$ cat src/design/u2a_pkg.sv
// ----------------------------------------------------------------------------
// u2a_pkg: shared types and constants for the unsigned-to-ASCII converter
// Request and result payload structs, widths, FSM commands and status.
// ----------------------------------------------------------------------------
package u2a_pkg;

  localparam int VALUE_WIDTH = 64;
  localparam int MAX_DIGITS  = 20;
  localparam int DIGIT_W     = 4;
  localparam int CAP_W       = 8;
  localparam int NEED_W      = 5;
  localparam int CHAR_W      = 8;
  localparam int IDX_W       = $clog2(MAX_DIGITS);
  localparam int CNT_W       = $clog2(MAX_DIGITS + 2);
  localparam int BIT_CNT_W   = (VALUE_WIDTH > 1) ? $clog2(VALUE_WIDTH) : 1;
  localparam int BCD_W       = DIGIT_W * MAX_DIGITS;

  localparam logic [CHAR_W-1:0]  CHAR_ZERO = 8'h30;  // '0'
  localparam logic [CHAR_W-1:0]  CHAR_A    = 8'h41;  // 'A'
  localparam logic [DIGIT_W-1:0] DEC_RADIX = 4'd10;

  typedef struct packed {
    logic [VALUE_WIDTH-1:0] value;
    logic                   radix_hex;
    logic [CAP_W-1:0]       buffer_capacity;
  } u2a_in_t;

  typedef struct packed {
    logic [CHAR_W-1:0] digit_char;
    logic              last_digit;
    logic              fits;
    logic [NEED_W-1:0] needed_size;
  } u2a_out_t;

  // controller -> datapath
  typedef struct packed {
    logic load;      // capture a new request
    logic shift;     // one double-dabble step
    logic count;     // find digit count and fit
    logic load_out;  // load the first result
    logic advance;   // step to the next lower digit
  } u2a_cmd_t;

  // datapath -> controller
  typedef struct packed {
    logic is_hex;
    logic out_last;
  } u2a_sts_t;

  function automatic logic [CHAR_W-1:0] digit_ascii(input logic [DIGIT_W-1:0] d);
    logic [CHAR_W-1:0] c;
    if (d < DEC_RADIX) begin
      c = CHAR_ZERO + CHAR_W'(d);
    end else begin
      c = CHAR_A + CHAR_W'(d - DEC_RADIX);
    end
    return c;
  endfunction

endpackage

$ cat src/design/u2a_ctrl.sv
// ----------------------------------------------------------------------------
// u2a_ctrl: conversion sequencer
// Steps a request through capture, binary-to-BCD shifting, digit count and
// result emission, and drives both channel handshakes.
// ----------------------------------------------------------------------------
module u2a_ctrl (
  input  logic             clk,
  input  logic             rst_n,
  input  logic             in_valid,
  output logic             in_stall,
  output logic             out_valid,
  input  logic             out_stall,
  output u2a_pkg::u2a_cmd_t cmd,
  input  u2a_pkg::u2a_sts_t sts
);
  import u2a_pkg::*;

  localparam logic [2:0] ST_IDLE  = 3'd0;
  localparam logic [2:0] ST_CONV  = 3'd1;
  localparam logic [2:0] ST_COUNT = 3'd2;
  localparam logic [2:0] ST_LOAD  = 3'd3;
  localparam logic [2:0] ST_EMIT  = 3'd4;

  localparam logic [BIT_CNT_W-1:0] BIT_LAST = BIT_CNT_W'(VALUE_WIDTH - 1);

  logic [2:0]           state_r, state_nxt;
  logic [BIT_CNT_W-1:0] bit_cnt_r, bit_cnt_nxt;

  assign in_stall  = (state_r != ST_IDLE);
  assign out_valid = (state_r == ST_EMIT);

  always_comb begin
    state_nxt   = state_r;
    bit_cnt_nxt = bit_cnt_r;
    cmd         = '0;
    case (state_r)
      ST_IDLE: begin
        bit_cnt_nxt = '0;
        if (in_valid) begin
          cmd.load  = 1'b1;
          state_nxt = ST_CONV;
        end
      end
      ST_CONV: begin
        if (sts.is_hex) begin
          state_nxt = ST_COUNT;
        end else begin
          cmd.shift   = 1'b1;
          bit_cnt_nxt = bit_cnt_r + 1'b1;
          if (bit_cnt_r == BIT_LAST) begin
            state_nxt = ST_COUNT;
          end
        end
      end
      ST_COUNT: begin
        cmd.count = 1'b1;
        state_nxt = ST_LOAD;
      end
      ST_LOAD: begin
        cmd.load_out = 1'b1;
        state_nxt    = ST_EMIT;
      end
      ST_EMIT: begin
        if (!out_stall) begin
          if (sts.out_last) begin
            state_nxt = ST_IDLE;
          end else begin
            cmd.advance = 1'b1;
          end
        end
      end
      default: begin
        state_nxt = ST_IDLE;
      end
    endcase
  end

  always_ff @(posedge clk) begin
    if (!rst_n) begin
      state_r   <= ST_IDLE;
      bit_cnt_r <= '0;
    end else begin
      state_r   <= state_nxt;
      bit_cnt_r <= bit_cnt_nxt;
    end
  end

endmodule

$ cat src/design/u2a_dp.sv
// ----------------------------------------------------------------------------
// u2a_dp: conversion datapath
// Double-dabble BCD shifter, direct nibble load for hex, digit counter and
// the registered result word.
// ----------------------------------------------------------------------------
module u2a_dp (
  input  logic              clk,
  input  u2a_pkg::u2a_in_t  in_data,
  input  u2a_pkg::u2a_cmd_t cmd,
  output u2a_pkg::u2a_sts_t sts,
  output u2a_pkg::u2a_out_t out_data
);
  import u2a_pkg::*;

  logic [DIGIT_W-1:0]     digits_r [MAX_DIGITS];
  logic [DIGIT_W-1:0]     digits_nxt [MAX_DIGITS];
  logic [DIGIT_W-1:0]     adj [MAX_DIGITS];
  logic [VALUE_WIDTH-1:0] value_r;
  logic                   is_hex_r;
  logic [CAP_W-1:0]       cap_r;
  logic [CNT_W-1:0]       count_r;
  logic [CNT_W-1:0]       count_enc;
  logic [IDX_W-1:0]       idx_r;
  logic [IDX_W-1:0]       idx_dec;
  logic                   fits_r;
  logic [NEED_W-1:0]      needed;
  u2a_out_t               out_r;
  logic [BCD_W+VALUE_WIDTH-1:0] hex_ext;

  assign hex_ext = {{BCD_W{1'b0}}, in_data.value};
  assign needed  = NEED_W'(count_r + 1'b1);
  assign idx_dec = idx_r - 1'b1;

  // add-3 correction, then shift the whole BCD word left one bit
  always_comb begin
    for (int i = 0; i < MAX_DIGITS; i++) begin
      adj[i] = (digits_r[i] >= 4'd5) ? digits_r[i] + 4'd3 : digits_r[i];
    end
    for (int i = 0; i < MAX_DIGITS; i++) begin
      if (i == 0) begin
        digits_nxt[i] = {adj[i][DIGIT_W-2:0], value_r[VALUE_WIDTH-1]};
      end else begin
        digits_nxt[i] = {adj[i][DIGIT_W-2:0], adj[i-1][DIGIT_W-1]};
      end
    end
  end

  // highest nonzero digit sets the count; zero still gives one digit
  always_comb begin
    count_enc = CNT_W'(1);
    for (int i = 0; i < MAX_DIGITS; i++) begin
      if (digits_r[i] != '0) begin
        count_enc = CNT_W'(i + 1);
      end
    end
  end

  always_ff @(posedge clk) begin
    if (cmd.load) begin
      value_r  <= in_data.value;
      is_hex_r <= in_data.radix_hex;
      cap_r    <= in_data.buffer_capacity;
      for (int i = 0; i < MAX_DIGITS; i++) begin
        digits_r[i] <= in_data.radix_hex ? hex_ext[DIGIT_W*i +: DIGIT_W] : '0;
      end
    end else if (cmd.shift) begin
      value_r  <= {value_r[VALUE_WIDTH-2:0], 1'b0};
      digits_r <= digits_nxt;
    end
    if (cmd.count) begin
      count_r <= count_enc;
      fits_r  <= (cap_r > CAP_W'(count_enc));
      idx_r   <= IDX_W'(count_enc - 1'b1);
    end
    if (cmd.load_out) begin
      if (fits_r) begin
        out_r.digit_char <= digit_ascii(digits_r[idx_r]);
        out_r.last_digit <= (idx_r == '0);
        out_r.fits       <= 1'b1;
      end else begin
        out_r.digit_char <= '0;
        out_r.last_digit <= 1'b1;
        out_r.fits       <= 1'b0;
      end
      out_r.needed_size <= needed;
    end else if (cmd.advance) begin
      idx_r            <= idx_dec;
      out_r.digit_char <= digit_ascii(digits_r[idx_dec]);
      out_r.last_digit <= (idx_dec == '0);
    end
  end

  assign sts.is_hex   = is_hex_r;
  assign sts.out_last = out_r.last_digit;
  assign out_data     = out_r;

endmodule

$ cat src/design/uint_to_ascii_digits.sv
// A decimal request passes through capture, the bit-serial double-dabble
// shift steps, digit count and first-result load; hex skips the shifting.
// Throughput: one request at a time; a new request is taken only once the
// sequencer is back in idle after the last result of the previous one, and
// results leave at one per cycle while the output is not stalled.
// Reset (rst_n low, synchronous) returns the sequencer to idle; no result pends.
// ----------------------------------------------------------------------------
// uint_to_ascii_digits: unsigned binary to ASCII decimal or hex digits
// Emits digits most significant first with a last flag, or one failure
// result with the needed size when the caller's buffer is too small.
// ----------------------------------------------------------------------------
module uint_to_ascii_digits (
  input  logic              clk,
  input  logic              rst_n,
  input  logic              in_valid,
  output logic              in_stall,
  input  u2a_pkg::u2a_in_t  in_data,
  output logic              out_valid,
  input  logic              out_stall,
  output u2a_pkg::u2a_out_t out_data
);
  import u2a_pkg::*;

  // Command and status between sequencer and datapath
  u2a_cmd_t cmd;
  u2a_sts_t sts;

  // Sequencer: takes a request only when idle, then walks through the
  // conversion; the output register holds each result while stalled and
  // advances to the next lower digit on each accepted result but the last.
  u2a_ctrl u_ctrl (
    .clk       (clk),
    .rst_n     (rst_n),
    .in_valid  (in_valid),
    .in_stall  (in_stall),
    .out_valid (out_valid),
    .out_stall (out_stall),
    .cmd       (cmd),
    .sts       (sts)
  );

  // Datapath: decimal digits come from a shift-and-add-3 BCD converter fed
  // one value bit per cycle; hex digits are the value's nibbles loaded
  // directly. The digit count is the position of the top nonzero digit.
  u2a_dp u_dp (
    .clk      (clk),
    .in_data  (in_data),
    .cmd      (cmd),
    .sts      (sts),
    .out_data (out_data)
  );

endmodule

$ cat config.mk
export PLATFORM = sky130hd
export DESIGN_NAME = uint_to_ascii_digits
export DESIGN_NICKNAME = d
export VERILOG_FILES = /design/src/design/u2a_pkg.sv /design/src/design/u2a_ctrl.sv /design/src/design/u2a_dp.sv /design/src/design/uint_to_ascii_digits.sv
export SDC_FILE = /design/constraint.sdc
export NUM_CORES = 1
export LEC_CHECK = 0
export ABC_AREA = 1
export BUFFER_PORTS_ARGS = -buffer_cell sky130_fd_sc_hd__buf_2
export CAP_MARGIN = 20
export CORE_ASPECT_RATIO = 1.25
export CORE_MARGIN = 2
export CORE_UTILIZATION = 50
export CTS_CLUSTER_SIZE = 12
export DETAILED_ROUTE_END_ITERATION = 16
export PLACE_DENSITY = 0.79
export SLEW_MARGIN = 20
export SYNTH_ARGS = -nofsm -noshare
export SYNTH_HDL_FRONTEND = slang
export SYNTH_SLANG_ARGS = --single-unit
export TNS_END_PERCENT = 5
$ cat constraint.sdc
create_clock -name clk -period 5.5 [get_ports clk]
set_input_delay 0.825 -clock clk [delete_from_list [all_inputs] [get_ports clk]]
set_output_delay 0.825 -clock clk [all_outputs]
set_load 0.01 [all_outputs]
==> impl_metrics.env <==
export IMPL_place_ws_ns=1.712
export IMPL_setup_viol_count_final=0
export IMPL_startpoint="u_dp.idx_r[1]"
export IMPL_status="finished clean"
export IMPL_fin_nets=1608
export IMPL_yosysSeqAreaShare_pct=45.63
export IMPL_cts_root_buffer="clkbuf_16"
export IMPL_routed_wl_mm=28.56
export IMPL_r2r_end="u_dp.out_data[11]"
export IMPL_hpwl_mm=20.40
export IMPL_fmax_ghz=0.2597
export IMPL_antenna_found_initial=0
export IMPL_die_x_um=140.5
export IMPL_period_needed_ns=3.850
export IMPL_cap_violations=0
export IMPL_setup_ws_ns=1.650
export IMPL_synth_cell_types=50
export IMPL_port_buffers=92
export IMPL_fp_dieH_um=174.6
export IMPL_async_flop_share_pct=0
export IMPL_rsz0062_at_grt="false"
export IMPL_overflow=0
export IMPL_rows=62
export IMPL_drc=0
export IMPL_dieArea_sq_um=24540
export IMPL_grt_pass1_vias=9466
export IMPL_postCtsSetupBuffers=0
export IMPL_max_clock_path_buffers=2
export IMPL_clock_sinks=187
export IMPL_hold_buffers=0
export IMPL_synth_edf_count=157
export IMPL_drive_gt1_share_pct=11.19
export IMPL_min_period_over_period_pct=70.01
export IMPL_fin_util_pct=56.15
export IMPL_clkLatencyLatePin_ns=0.46
export IMPL_worstReg2RegStart="u_dp.idx_r[1]"
export IMPL_worst_setup_path_type="flip-flop to flip-flop"
export IMPL_hp_class="flip-flop to flip-flop"
export IMPL_p_leak_uw=0.005567
export IMPL_track_usage_pct=23.63
export IMPL_rrSetupSlack_ns=1.65
export IMPL_gp_congestion=0.9195
export IMPL_syn_nets=1549
export IMPL_finalSetupTns_ns=0
export IMPL_synth_avg_cell_area_sq_um=8.249
export IMPL_vias=10010
export IMPL_syn_inst=1412
export IMPL_hold_viol=0
export IMPL_setup_worst_path_end="u_dp.out_data[11]"
export IMPL_worstPathMaxFanout=23
export IMPL_rr_worst_depth=16
export IMPL_grt_max_degree=124
export IMPL_irDropWorstVdd_mv=0.3019
export IMPL_worst_pin_slew_ns=0.9784
export IMPL_nFillCells=2121
export IMPL_fp_coreArea_sq_um=22960
export IMPL_required_ns=5.67
export IMPL_drtIter0Drc=809
export IMPL_cts_repair_resize_count=0
export IMPL_power_density_nw_per_um2=521.4
export IMPL_syn_to_final_growth_pct=10.70
export IMPL_clk_pin_slew_ns=0.07
export IMPL_critPathArrivalTime_ns=4.02
export IMPL_yosysWarnings=0
export IMPL_n_antenna_cell=0
export IMPL_hp_start="u_ctrl.bit_cnt_r[1]"
export IMPL_synth_flop_cell="edfxtp_1"
export IMPL_cts_max_level=4
export IMPL_syn_area_sq_um=11650
export IMPL_finalClockSkew_ns=0.01501
export IMPL_avgViaCountPerCell=5.651
export IMPL_wl_per_cell_um=16.12
export IMPL_drt_pass1_iterations=5
export IMPL_drv_slew=0
export IMPL_slew_headroom_pct=34.77
export IMPL_cts_tree="done"
export IMPL_start_util_pct=50.72
export IMPL_grt_pass1_wl_mm=46.40
export IMPL_numCtsBuffers=17
export IMPL_critPathCaptureType="flip-flop"
export IMPL_synth_seq_cells=187
export IMPL_startpoint_type="flip-flop"
export IMPL_io_pins=94
export IMPL_ant_nets=0
[sequential cells by signal, indices dropped and copies added, names as in the netlist]
name and cells:
u_ctrl.bit_cnt_r 6, u_dp.value_r 64, u_ctrl.state_r 3, u_dp.cap_r 8, u_dp.out_data 14, u_dp.count_r 5, u_dp.is_hex_r 1, u_dp.idx_r 5
u_dp.fits_r 1, u_dp.digits_r 80
[area by class of cell]
| type | count | area [sq um] | share of cell area (%) |
|---|---|---|---|
| Clock buffer | 18 | 429.2 | 3.328 |
| Clock inverter | 14 | 205.2 | 1.591 |
| Inverter | 177 | 668.1 | 5.182 |
| Multi-Input combinational cell | 987 | 5371 | 41.66 |
| Sequential cell | 187 | 5319 | 41.25 |
| Tap cell | 288 | 360.3 | 2.795 |
| Timing Repair Buffer | 101 | 540.5 | 4.192 |
[worst max-delay path, cell delays in order, from the launching register on]
cell	delay, ns
dfxtp_1	0.35
inv_2	0.19
ha_1	0.72
inv_2	0.25
a21oi_1	0.18
o21ai_0	0.10
nand2_1	0.12
o211ai_1	0.10
a32oi_1	0.53
ha_1	0.24
inv_1	0.04
ha_1	0.31
nand3b_1	0.12
nand2_2	0.09
nand3_2	0.06
nor2_1	0.10
a21oi_1	0.04
[kinds of logic after synthesis]
kind of cell,synth area share [%]
fa+ha+maj,6.445
other cells,0.03220
simple gates,17.06
buf+inv,8.358
compound gates,20.36
xor+xnor,2.116
flops,45.63
[cell usage in the layout, fill, tap and decap left out, types with 5 or more instances in the layout]
cell type	n
nand2_1	337
inv_1	166
o21ai_0	160
edfxtp_1	157
a21oi_1	125
nor2_1	101
buf_2	92
ha_1	60
o22ai_1	35
o32ai_1	29
dfxtp_1	29
nand3_1	25
clkbuf_16	17
xor2_1	16
o211ai_1	14
nor3_1	9
inv_2	8
buf_4	8
o221ai_1	7
o21ai_1	6
o2bb2ai_1	6
inv_6	6
o31ai_1	5
or2_2	5
[cells in the mapped netlist (6+ instances only)]
cell	number	area, sq um
o32ai_1	29	254.0
o21ai_0	160	800.8
inv_2	9	33.78
nor3_1	9	45.04
clkbuf_1	33	123.9
xor2_1	16	140.1
edfxtp_1	157	4715
a21oi_1	125	625.6
o2bb2ai_1	6	52.55
o22ai_1	35	219.0
dfxtp_1	30	600.6
o221ai_1	7	61.31
buf_4	8	60.06
nor2_1	101	379.1
o211ai_1	14	105.1
inv_1	166	623.1
o21ai_1	6	30.03
ha_1	60	750.7
nand3_1	26	130.1
nand2_1	338	1269
buf_2	14	70.07
[where the power goes]
part           switching, uW  internal (uW)  leakage [uW]
sequential               234           1980       0.00177
clock                    583            773      0.000310
combinational           2080           1070       0.00348
[per-stage QoR]
| step | hold slack (ns) | cells | power [uW] | instance area (sq um) |
|---|---|---|---|---|
| after floorplan | 0.4467 | 1412 | 4693 | 11650 |
| after global placement | 0.4679 | 1740 | 5237 | 12260 |
| after detailed placement | 0.4823 | 1740 | 5341 | 12260 |
| after CTS | 0.4975 | 1772 | 6707 | 12890 |
| after global routing | 0.5110 | 1772 | 7257 | 12890 |
| final | 0.4977 | 1772 | 6723 | 12890 |
[worst min path at each step]
stage,to,cells after the start,slack [ns]
2_1_floorplan,u_dp.out_data[5],0,0.45
3_3_place_gp,u_dp.out_data[5],0,0.47
3_5_place_dp,u_dp.out_data[5],0,0.48
4_1_cts,u_ctrl.bit_cnt_r[1],2,0.50
5_1_grt,u_dp.out_data[5],0,0.51
6_report,u_ctrl.bit_cnt_r[1],2,0.50
[layer usage]
layer | share of wire (%) | global-route usage [%] | vias to the layer above
li1 | - | - | 4959
met1 | 44 | 30.02 | 4705
met2 | 49 | 39.99 | 281
met3 | 4.2 | 3.535 | 68
met4 | 3.5 | 10.71 | 0
met5 | 0 | 0 | -
Note: power is estimated with default switching activity, not from simulation.
